$ cat src/rtl/core/proper_divisor_sum_amicable_unit_defines.svh
// Assertion macros shared by the RTL; empty when SYNTHESIS is defined.
`ifndef PROPER_DIVISOR_SUM_AMICABLE_UNIT_DEFINES_SVH
`define PROPER_DIVISOR_SUM_AMICABLE_UNIT_DEFINES_SVH

`ifndef SYNTHESIS
`define PDSA_ASSERT(label, clk, rst_n, prop, msg) \
  label: assert property (@(posedge clk) disable iff (!rst_n) prop) else $error(msg);
`define PDSA_ASSERT_ALWAYS(label, clk, prop, msg) \
  label: assert property (@(posedge clk) prop) else $error(msg);
`else
`define PDSA_ASSERT(label, clk, rst_n, prop, msg)
`define PDSA_ASSERT_ALWAYS(label, clk, prop, msg)
`endif

`endif

$ cat src/rtl/core/pdsa_pkg.sv
package pdsa_pkg;

  localparam int NUM_WIDTH_DEF = 32;
  localparam int CNT_W         = 11;
  localparam int SUM_W         = 35;

  // controller -> datapath
  typedef struct packed {
    logic load_num;     // capture number, open first pass
    logic start_pass2;  // save first-pass result, open pass on the sum
    logic div_init;     // load dividend, clear remainder
    logic div_step;     // one restoring-division bit
    logic accum;        // add divisor pair, advance trial divisor
    logic emit;         // register the result word
  } cmd_t;

  // datapath -> controller
  typedef struct packed {
    logic sq_le;        // trial divisor squared <= target
    logic amic_go;      // first-pass sum qualifies for partner search
    logic pass2;        // second pass is running
  } sts_t;

endpackage

$ cat src/rtl/core/pdsa_datapath.sv
module pdsa_datapath #(
  parameter int NUM_WIDTH = pdsa_pkg::NUM_WIDTH_DEF
) (
  input  logic                       clk,
  input  logic                       rst_n,
  input  pdsa_pkg::cmd_t             cmd,
  output pdsa_pkg::sts_t             sts,
  input  logic [NUM_WIDTH-1:0]       in_number,
  input  logic [NUM_WIDTH-1:0]       limit,
  output logic                       out_valid,
  output logic [pdsa_pkg::CNT_W-1:0] out_divisor_count,
  output logic [pdsa_pkg::SUM_W-1:0] out_divisor_sum,
  output logic                       out_is_perfect,
  output logic                       out_is_amicable,
  output logic [NUM_WIDTH-1:0]       out_amicable_partner
);

  localparam int W   = NUM_WIDTH;
  localparam int DW  = (W + 1) / 2 + 1;
  localparam int CW  = pdsa_pkg::CNT_W;
  localparam int SW  = pdsa_pkg::SUM_W;

  logic [W-1:0]  n_r, target_r;
  logic [DW-1:0] d_r;
  logic [W:0]    sq_r;
  logic [CW-1:0] cnt_r, cnt1_r;
  logic [SW-1:0] sum_r, sum1_r;
  logic          pass2_r;
  logic [W-1:0]  quo_r, rem_r;

  logic          valid_r;
  logic [CW-1:0] ocnt_r;
  logic [SW-1:0] osum_r;
  logic          operf_r, oamic_r;
  logic [W-1:0]  opart_r;

  logic [W:0]    shifted;
  logic          fits;
  logic [W:0]    d_ext_w1;
  logic [W-1:0]  d_ext;
  logic          add_d, add_q;
  logic [CW-1:0] cnt_nxt;
  logic [SW-1:0] sum_nxt;
  logic [SW-1:0] n_ext, limit_ext;
  logic [SW-1:0] p1_sum;
  logic [CW-1:0] p1_cnt;
  logic          perfect, amicable;

  assign d_ext    = W'(d_r);
  assign d_ext_w1 = (W + 1)'(d_r);
  assign shifted  = {rem_r, quo_r[W-1]};
  assign fits     = (shifted >= d_ext_w1);

  // divisor pair (d, q) once remainder is zero; skip target itself and repeated root
  assign add_d = (rem_r == '0) && (d_ext != target_r);
  assign add_q = (rem_r == '0) && (quo_r != d_ext) && (quo_r != target_r);

  assign cnt_nxt = cnt_r + CW'(add_d) + CW'(add_q);
  assign sum_nxt = sum_r + (add_d ? SW'(d_ext) : '0) + (add_q ? SW'(quo_r) : '0);

  assign n_ext     = SW'(n_r);
  assign limit_ext = SW'(limit);

  assign p1_sum   = pass2_r ? sum1_r : sum_r;
  assign p1_cnt   = pass2_r ? cnt1_r : cnt_r;
  assign perfect  = (n_r >= W'(2)) && (p1_sum == n_ext);
  assign amicable = pass2_r && (sum_r == n_ext);

  assign sts.sq_le   = (sq_r <= (W + 1)'(target_r));
  assign sts.amic_go = (n_r >= W'(2)) && (sum_r > n_ext) && (sum_r <= limit_ext);
  assign sts.pass2   = pass2_r;

  always_ff @(posedge clk) begin
    if (cmd.load_num) begin
      n_r      <= in_number;
      target_r <= in_number;
      d_r      <= DW'(1);
      sq_r     <= (W + 1)'(1);
      cnt_r    <= '0;
      sum_r    <= '0;
    end else if (cmd.start_pass2) begin
      cnt1_r   <= cnt_r;
      sum1_r   <= sum_r;
      target_r <= sum_r[W-1:0];
      d_r      <= DW'(1);
      sq_r     <= (W + 1)'(1);
      cnt_r    <= '0;
      sum_r    <= '0;
    end else if (cmd.accum) begin
      cnt_r <= cnt_nxt;
      sum_r <= sum_nxt;
      sq_r  <= sq_r + (W + 1)'({d_r, 1'b1});
      d_r   <= d_r + DW'(1);
    end

    if (cmd.div_init) begin
      quo_r <= target_r;
      rem_r <= '0;
    end else if (cmd.div_step) begin
      rem_r <= fits ? W'(shifted - d_ext_w1) : shifted[W-1:0];
      quo_r <= {quo_r[W-2:0], fits};
    end

    if (cmd.emit) begin
      ocnt_r  <= p1_cnt;
      osum_r  <= p1_sum;
      operf_r <= perfect;
      oamic_r <= amicable;
      opart_r <= amicable ? sum1_r[W-1:0] : '0;
    end
  end

  always_ff @(posedge clk) begin
    if (!rst_n) begin
      pass2_r <= 1'b0;
      valid_r <= 1'b0;
    end else begin
      valid_r <= cmd.emit;
      if (cmd.load_num) begin
        pass2_r <= 1'b0;
      end else if (cmd.start_pass2) begin
        pass2_r <= 1'b1;
      end
    end
  end

  assign out_valid            = valid_r;
  assign out_divisor_count    = ocnt_r;
  assign out_divisor_sum      = osum_r;
  assign out_is_perfect       = operf_r;
  assign out_is_amicable      = oamic_r;
  assign out_amicable_partner = opart_r;

endmodule

$ cat src/rtl/core/pdsa_ctrl.sv
`include "proper_divisor_sum_amicable_unit_defines.svh"

module pdsa_ctrl #(
  parameter int NUM_WIDTH = pdsa_pkg::NUM_WIDTH_DEF
) (
  input  logic           clk,
  input  logic           rst_n,
  input  logic           start,
  output logic           busy,
  input  pdsa_pkg::sts_t sts,
  output pdsa_pkg::cmd_t cmd
);

  localparam int BW = $clog2(NUM_WIDTH);

  localparam logic [2:0] ST_IDLE  = 3'd0;
  localparam logic [2:0] ST_CHECK = 3'd1;
  localparam logic [2:0] ST_DIV   = 3'd2;
  localparam logic [2:0] ST_ACC   = 3'd3;
  localparam logic [2:0] ST_EMIT  = 3'd4;

  logic [2:0]    state_r, state_nxt;
  logic [BW-1:0] bit_r, bit_nxt;
  logic          bit_last;

  assign bit_last = (bit_r == BW'(NUM_WIDTH - 1));

  always_comb begin
    state_nxt = state_r;
    bit_nxt   = bit_r;
    cmd       = '0;
    case (state_r)
      ST_IDLE: begin
        if (start) begin
          cmd.load_num = 1'b1;
          state_nxt    = ST_CHECK;
        end
      end
      ST_CHECK: begin
        if (sts.sq_le) begin
          cmd.div_init = 1'b1;
          bit_nxt      = '0;
          state_nxt    = ST_DIV;
        end else if (!sts.pass2 && sts.amic_go) begin
          cmd.start_pass2 = 1'b1;
        end else begin
          state_nxt = ST_EMIT;
        end
      end
      ST_DIV: begin
        cmd.div_step = 1'b1;
        bit_nxt      = bit_r + BW'(1);
        if (bit_last) begin
          state_nxt = ST_ACC;
        end
      end
      ST_ACC: begin
        cmd.accum = 1'b1;
        state_nxt = ST_CHECK;
      end
      ST_EMIT: begin
        cmd.emit  = 1'b1;
        state_nxt = ST_IDLE;
      end
      default: begin
        state_nxt = ST_IDLE;
      end
    endcase
  end

  always_ff @(posedge clk) begin
    if (!rst_n) begin
      state_r <= ST_IDLE;
      bit_r   <= '0;
    end else begin
      state_r <= state_nxt;
      bit_r   <= bit_nxt;
    end
  end

  assign busy = (state_r != ST_IDLE);

  `PDSA_ASSERT(a_start_busy, clk, rst_n, (start && !busy) |=> busy, "accepted word did not raise busy")
  `PDSA_ASSERT(a_acc_after_div, clk, rst_n, cmd.accum |-> $past(cmd.div_step), "accumulate without division")
  `PDSA_ASSERT(a_one_pass2, clk, rst_n, cmd.start_pass2 |-> !sts.pass2, "second pass opened twice")
  `PDSA_ASSERT(a_emit_idle, clk, rst_n, cmd.emit |=> !busy, "result emitted but still busy")
  `PDSA_ASSERT_ALWAYS(a_reset_idle, clk, !rst_n |=> !busy, "busy after reset")

endmodule

$ cat src/rtl/core/proper_divisor_sum_amicable_unit.sv
// Each pass tries divisors d with d*d <= t, t the number or its divisor sum; a partner
//   search runs a second pass, and out_valid is registered from the emit command.
// Takes one number at a time, paced by the shared bit-serial divider.
// Reset (synchronous, rst_n low): controller idles, limit returns to all ones.
// out_valid pulses one cycle per result; the receiver cannot stall.
module proper_divisor_sum_amicable_unit #(
  parameter int NUM_WIDTH = pdsa_pkg::NUM_WIDTH_DEF
) (
  input  logic                       clk,
  input  logic                       rst_n,
  input  logic                       start,
  output logic                       busy,
  input  logic [NUM_WIDTH-1:0]       in_number,
  output logic                       out_valid,
  output logic [pdsa_pkg::CNT_W-1:0] out_divisor_count,
  output logic [pdsa_pkg::SUM_W-1:0] out_divisor_sum,
  output logic                       out_is_perfect,
  output logic                       out_is_amicable,
  output logic [NUM_WIDTH-1:0]       out_amicable_partner,
  input  logic                       psel,
  input  logic                       penable,
  input  logic                       pwrite,
  input  logic [2:0]                 paddr,
  input  logic [31:0]                pwdata,
  output logic [31:0]                prdata,
  output logic                       pready
);

  logic [NUM_WIDTH-1:0] limit_r;
  logic                 reg_sel;
  pdsa_pkg::cmd_t       cmd;
  pdsa_pkg::sts_t       sts;

  assign pready  = 1'b1;
  assign reg_sel = (paddr[2] == 1'b0);

  always_ff @(posedge clk) begin
    if (!rst_n) begin
      limit_r <= '1;
    end else if (psel && penable && pwrite && reg_sel) begin
      limit_r <= pwdata[NUM_WIDTH-1:0];
    end
  end

  assign prdata = reg_sel ? 32'(limit_r) : 32'd0;

  pdsa_ctrl #(
    .NUM_WIDTH(NUM_WIDTH)
  ) u_ctrl (
    .clk  (clk),
    .rst_n(rst_n),
    .start(start),
    .busy (busy),
    .sts  (sts),
    .cmd  (cmd)
  );

  pdsa_datapath #(
    .NUM_WIDTH(NUM_WIDTH)
  ) u_datapath (
    .clk                 (clk),
    .rst_n               (rst_n),
    .cmd                 (cmd),
    .sts                 (sts),
    .in_number           (in_number),
    .limit               (limit_r),
    .out_valid           (out_valid),
    .out_divisor_count   (out_divisor_count),
    .out_divisor_sum     (out_divisor_sum),
    .out_is_perfect      (out_is_perfect),
    .out_is_amicable     (out_is_amicable),
    .out_amicable_partner(out_amicable_partner)
  );

endmodule
$ cat config.mk
export PLATFORM = sky130hd
export DESIGN_NAME = proper_divisor_sum_amicable_unit
export DESIGN_NICKNAME = d
export VERILOG_FILES = /design/src/rtl/core/pdsa_pkg.sv /design/src/rtl/core/pdsa_datapath.sv /design/src/rtl/core/pdsa_ctrl.sv /design/src/rtl/core/proper_divisor_sum_amicable_unit.sv
export VERILOG_INCLUDE_DIRS = /design/src /design/src/rtl/core
export SDC_FILE = /design/constraint.sdc
export NUM_CORES = 1
export LEC_CHECK = 0
export BUFFER_PORTS_ARGS = -buffer_cell sky130_fd_sc_hd__buf_4
export CAP_MARGIN = 15
export CORE_ASPECT_RATIO = 0.9
export CORE_MARGIN = 2
export CORE_UTILIZATION = 61
export CTS_BUF_LIST = sky130_fd_sc_hd__clkbuf_16
export DETAILED_ROUTE_END_ITERATION = 12
export MAX_ROUTING_LAYER = met4
export PLACE_DENSITY = 0.81
export SLEW_MARGIN = 20
export SYNTH_ARGS = -nofsm -noshare
export SYNTH_HDL_FRONTEND = slang
export SYNTH_HIERARCHICAL = 1
export SYNTH_SLANG_ARGS = --single-unit
$ cat constraint.sdc
create_clock -name clk -period 8.3 [get_ports clk]
set_clock_uncertainty 0.15 [all_clocks]
set_input_delay 0.83 -clock clk [delete_from_list [all_inputs] [get_ports clk]]
set_output_delay 0.83 -clock clk [all_outputs]
set_load 0.005 [all_outputs]
# Word level (Yosys, flattened, before mapping)
# Cells that the tools add are included.
# word_totals
regBits	392
output_inout_bits	115
word_cells	99
# op_classes
n_lt_le_gt_ge	5
n_mux	26
n_addsub	8
n_reduce_logical	23
eq_ne	14
bitwise	3
# op_table
cell	count
32-bit 2-to-1 mux	7
35-bit adder	2
35-bit by 32-bit equality test with 1-bit output	2
35-bit by 32-bit greater-than comparator with 1-bit output	1
35-bit by 32-bit <= comparator with 1-bit output	1
35-bit 2-to-1 mux	1
33-bit by 18-bit adder with 33-bit output	1
33-bit by 17-bit greater-or-equal comparator with 1-bit output	1
33-bit by 32-bit <= comparator with 1-bit output	1
32-bit by 2-bit greater-or-equal comparator with 1-bit output (second input constant)	1
32-bit logical NOT	1
17-bit by 32-bit inequality test with 1-bit output	1
32-bit by 17-bit inequality test with 1-bit output	1
32-bit inequality test	1
32-bit by 17-bit subtractor with 32-bit output	1
11-bit by 1-bit adder with 11-bit output	2
17-bit by 1-bit adder with 17-bit output (second input constant)	1
17-bit 2-to-1 mux	1
3-bit 2-to-1 mux	4
3-bit case mux with 4 select lines	1
1-bit logical AND	11
11-bit 2-to-1 mux	1
5-bit case mux with 2 select lines	1
1-bit 2-to-1 mux	8
18 further kinds	26

# Longest topological paths before layout
# logic_depth
word_depth	9
depth_mapped	21
ltp_nobuf	20

# Modules after synthesis
# Netlist, hierarchy kept.
# by_module_without_submodules
mod	area_per_inst_um2	n_inst	cells_per_inst	seq_area_each_um2
pdsa_datapath	21558.2	1	2146	9268.9
proper_divisor_sum_amicable_unit	1697.9	1	177	640.6
pdsa_ctrl	441.7	1	56	160.2

# Worst setup path after synthesis
# OpenSTA, ideal clock, no wires.
# synth_timing
kind	flip-flop to flip-flop
from	reg u_ctrl.state_r[2]
to	reg u_datapath.opart_r[0], in the netlist u_datapath/out_amicable_partner[0] (enable)
setup_time_ps	635
period_less_slack_ps	7088
arrival_time_ps	6304
path_slack_ps	1212
required_time_ps	7515
path_stages_with_launch	2
cell_sequence	dfxtp_1 > nor3b_1
# synth_lines
item	line	text
from (decl)	pdsa_ctrl.sv:22	logic [2:0] state_r, state_nxt;
from (signal assigned)	pdsa_ctrl.sv:76	state_r <= state_nxt;
to (signal assigned)	pdsa_datapath.sv:109	opart_r <= amicable ? sum1_r[W-1:0] : '0;
to (decl)	pdsa_datapath.sv:35	logic [W-1:0] opart_r;

# Worst setup path in the final report
# layout_timing
from	reg u_datapath.rem_r[19]
to	reg u_datapath.sum_r[33]
# layout_between
elab_chain_cells	5
elab_cells_between_ends	8
classes_between	add/sub: 2; mux: 2; reduce/logical: 4
# layout_lines
item	line	text
from (decl)	pdsa_datapath.sv:29	logic [W-1:0] quo_r, rem_r;
from (signal assigned)	pdsa_datapath.sv:100	rem_r <= fits ? W'(shifted - d_ext_w1) : shifted[W-1:0];
32-bit logical NOT *	pdsa_datapath.sv:55, pdsa_datapath.sv:56	
1-bit logical AND (on tied branches)	pdsa_datapath.sv:55, pdsa_datapath.sv:56	
17-bit 2-to-1 mux or 1-bit logical AND (tied branches)	pdsa_datapath.sv:59, pdsa_datapath.sv:56	
35-bit adder or 32-bit 2-to-1 mux (tied branches)	pdsa_datapath.sv:59	assign sum_nxt = sum_r + (add_d ? SW'(d_ext) : '0) + (add_q ? SW'(quo_r) : '0);
35-bit adder *	pdsa_datapath.sv:59	
to (signal assigned)	pdsa_datapath.sv:91	sum_r <= sum_nxt;
to (decl)	pdsa_datapath.sv:27	logic [SW-1:0] sum_r, sum1_r;
# Mark *: on every way between the ends. The rest lies on a longest branch, timed or not.
# A chain may end at the register's enable or synchronous reset.

==> impl_metrics.csv <==
group,metric,value,unit
synth,syn_nets,2654,
timing,slew_viol_final,0,
timing,post-route-period-util,76.67,%
final_layout,drive_gt1_share,15.45,%
global_route,grt_pass1_wl,99170,um
floorplanning,fp-row-count,68,
drt,drtIter0Drc,1888,
drt,wire_per_inst,20.64,um
clock_tree,htreeDepth,2,
worst_setup_path,r2r_setup_slack,1.94,ns
worst_setup_path,endpoint_kind,"register",
floorplanning,die_area,40440,sq um
global_route,antenna_found_initial,1,
placement,dpl.hpwl,47130,um
synth,synth-edff-count,222,
clock_tree,ctsHoldBuffers,0,
clock_tree,clock_latency,0.56,ns
worst_setup_path,r2r-start,"u_datapath/rem_r[19]$_SDFFE_PP0P_",
drt,num_vias,18830,
floorplanning,die-width,211.8,um
worst_setup_path,r2r-end,"u_datapath/sum_r[33]$_SDFFE_PP0P_",
run,drv_cap,0,
global_route,gr-usage-all-layers,32.37,%
pwr,cellLeakagePower,0.01153,uW
synth,synth_seq_cells,392,
drt,drt-total-wl,63750,um
placement,dp_slack,2.141,ns
final_layout,final.fill_count,2799,
final_layout,ff_latch_area,10070,sq um
timing,fin_crit,6.364,ns
status,status,"finished clean",
floorplanning,die_y,191.0,um
worst_setup_path,crit_required,8.59,ns
timing,final_hold_viol_count,0,
floorplanning,core_area,38370,sq um
global_route,grt_max_degree,75,
clock_tree,post_cts.repair.setup_buffers,0,
synth,netlist_area,23700,sq um
final_layout,final_area,26910,sq um
placement,portBuffers,184,
worst_setup_path,rr_worst_depth,20,
synth,ys.flop_type,"edfxtp_1",
drt,drc,0,
drt,drt_first_pass_iters,5,
pwr,powerDensity,210.6,nW/um^2
timing,finalSetupViolCount,0,
drt,drtAntennaViolNets,0,
floorplanning,ioPinCount,188,
timing,setup_tns,0,ns
placement,dpl-instance-area,25450,sq um
placement,place.gp.congestion,1.011,
timing,clock.fmax,157.1,MHz
worst_setup_path,start_kind,"register",
clock_tree,cts.sinks,392,
synth,ys_warn_count,6,
worst_setup_path,critPathArrivalTime,6.66,ns
final_layout,syn_to_final_growth,13.54,%
worst_setup_path,endpoint,"u_datapath/sum_r[33]$_SDFFE_PP0P_",
synth,synth-async-reset-ratio,0,%
final_layout,layout.nets,2804,
synth,synth_area_per_cell,9.961,sq um
timing,relSlewSlack,29.92,%
clock_tree,clock-root-buffer,"clkbuf_16",
timing,worst_slack,1.936,ns
clock_tree,clk_path_buf_depth,3,
clock_tree,postCtsResizedCells,0,
worst_setup_path,cp_max_fo,23,
hold_path,min_path_type,"in2reg",
global_route,grt_pass1_vias,17960,
synth,ys_types,82,
drt,vias_per_cell,6.096,
clock_tree,cts_tree,"done",
global_route,grt.overflow.total,0,
timing,rsz0062_at_grt,"false",
worst_setup_path,critPathLaunch,"u_datapath/rem_r[19]$_SDFFE_PP0P_",
synth,synth-seq-area-share,42.49,%
clock_tree,clkTransAtPathRegs,0.06,ns
final_layout,instances_no_fill,3089,
floorplanning,start_util,61.76,%
timing,tightest_slew,1.051,ns
pwr,ir_worst_vdd,0.1814,mV
synth,syn_inst,2379,
clock_tree,numCtsBuffers,43,
placement,dp.cells,3009,
worst_setup_path,critPathKind,"reg2reg",
final_layout,multi_input_comb_area,12620,sq um
[worst min path at each step]
stage               slack [ns]  depth (start not counted)                        startpoint                              to
finish                    0.31                          1                     in_number[17]    u_datapath/n_r[17]$_DFFE_PP_
global route              0.31                          1                     in_number[17]    u_datapath/n_r[17]$_DFFE_PP_
CTS                       0.29                          1                      in_number[0]     u_datapath/n_r[0]$_DFFE_PP_
detailed placement        0.31                          0  u_datapath/sum_r[0]$_SDFFE_PP0P_  u_datapath/sum1_r[0]$_DFFE_PP_
global placement          0.29                          0  u_datapath/cnt_r[0]$_SDFFE_PP0P_  u_datapath/cnt1_r[0]$_DFFE_PP_
floorplan                 0.28                          0  u_datapath/cnt_r[0]$_SDFFE_PP0P_  u_datapath/cnt1_r[0]$_DFFE_PP_
[critical path, cell delays in order, from the launching register on]
cell and delay (ns):
dfxtp_1 0.36, nor4_2 0.49, nand4_1 0.24, nor4_2 0.47, inv_1 0.08, nor2_1 0.22, and3_1 0.71, nand2_1 0.15
fa_1 0.38, inv_1 0.07, ha_1 0.20, inv_1 0.07, fa_1 0.40, nand2b_1 0.18, a21oi_1 0.28, o21ai_0 0.26
o21ai_0 0.56, a31oi_1 0.30, a211o_1 0.36, o22a_1 0.20, mux2i_1 0.11
[flip-flops by register name, summed over array words and instances (netlist names), 3 cells and up]
signal and cells:
u_datapath/d_r 17, limit_r 32, u_datapath/sum_r 35, u_datapath/sum1_r 35, u_datapath/sq_r 33, u_datapath/target_r 32
u_datapath/cnt1_r 11, u_datapath/out_divisor_sum 35, u_datapath/out_divisor_count 11, u_datapath/cnt_r 11, u_ctrl/bit_r 5, u_datapath/n_r 32
u_datapath/rem_r 32, u_ctrl/state_r 3, u_datapath/quo_r 32, u_datapath/out_amicable_partner 32
[cell usage after synthesis, types with 4 or more instances]
library cell	count	area [sq um]
nor4_1	36	225.2
o21bai_1	8	60.06
clkbuf_1	58	217.7
o211ai_1	9	67.56
a21oi_1	116	580.6
buf_2	9	45.04
fa_1	21	420.4
xnor2_1	129	1130
nand4_1	53	331.6
xor2_1	35	306.5
a21boi_0	5	37.54
edfxtp_1	222	6666
inv_1	161	604.3
mux2_2	97	1092
a21o_1	50	375.4
a31o_2	4	35.03
and3_1	22	137.6
o21ai_1	10	50.05
and2_1	65	406.6
a211oi_1	36	270.3
nand3_1	42	210.2
or2_2	10	62.56
nand2b_1	15	93.84
o22ai_1	5	31.28
dfxtp_1	170	3403
buf_1	20	75.07
a311oi_1	6	52.55
o21ai_0	71	355.3
or3_1	20	125.1
mux2i_1	56	560.5
nor3_1	41	205.2
a31oi_1	19	118.9
nor4b_1	6	52.55
nand2_1	142	533.0
nor3b_1	5	37.54
nor2_1	199	747.0
o21a_1	13	97.59
ha_1	181	2265
a41o_1	7	70.07
nor2b_1	120	750.7
o31ai_1	14	105.1
[area by class of cell]
class                      instances  share of cell area (%)
clock inverter                    30                  0.8231
timing repair buffer             200                   5.580
tap                              525                   2.441
inverter                         162                   2.265
antenna                            1                0.009300
clock buffer                      49                   4.557
multi-input combinational       1730                   46.90
sequential                       392                   37.43
[stage by stage]
stage	hold slack, ns	total power, uW	utilization (%)
after floorplan	0.2812	3352	-
after global placement	0.2889	3666	66.32
after detailed placement	0.3128	3709	66.33
after CTS	0.2937	5650	70.10
after global routing	0.3050	5918	70.12
final	0.3118	5667	70.12
[routing by layer]
metal / part of all wire, % / global-route usage (%) / up-vias
met2: 45 / 49.58 / 743
met3: 8.1 / 6.374 / 120
met4: 2.7 / 9.670 / 0
met1: 44 / 43.70 / 9154
met5: 0 / - / -
li1: - / - / 8815
[cell usage in the layout (no fill, tap or decap), drive strengths merged, types with 6 or more instances in the layout]
cell type,n
ha,181
a311oi,6
xor2,35
nor2,200
a211oi,37
clkinv,21
nor3b,6
o211ai,9
nor2b,120
nor3,41
edfxtp,222
nand2b,15
o31ai,14
a41o,7
nor4,38
or3,20
nand4,53
xnor2,129
buf,200
inv,168
fa,21
o21bai,8
a21o,50
clkbuf,49
dfxtp,170
a21boi,6
a31oi,19
mux2i,56
or2,10
nand3,44
a21oi,116
mux2,97
o21ai,81
o21a,13
nand2,142
nor4b,6
and3,22
and2,65
[power by group]
| group | internal (uW) | switching (uW) | total (uW) |
|---|---|---|---|
| clock network | 1150 | 792 | 1940 |
| registers | 2200 | 170 | 2370 |
| logic | 564 | 784 | 1350 |
[logic make-up after synthesis]
| kind of cell | share of synthesized area [%] |
|---|---|
| AND/OR/NAND/NOR | 17.58 |
| XOR/XNOR | 6.061 |
| other | 0.01582 |
| buffers and inverters | 4.409 |
| adder cells (fa/ha/maj) | 11.33 |
| flip-flops | 42.49 |
| AO/OA/AOI/OAI | 11.14 |
| multiplexers | 6.975 |
(Power assumes the default switching activity.)
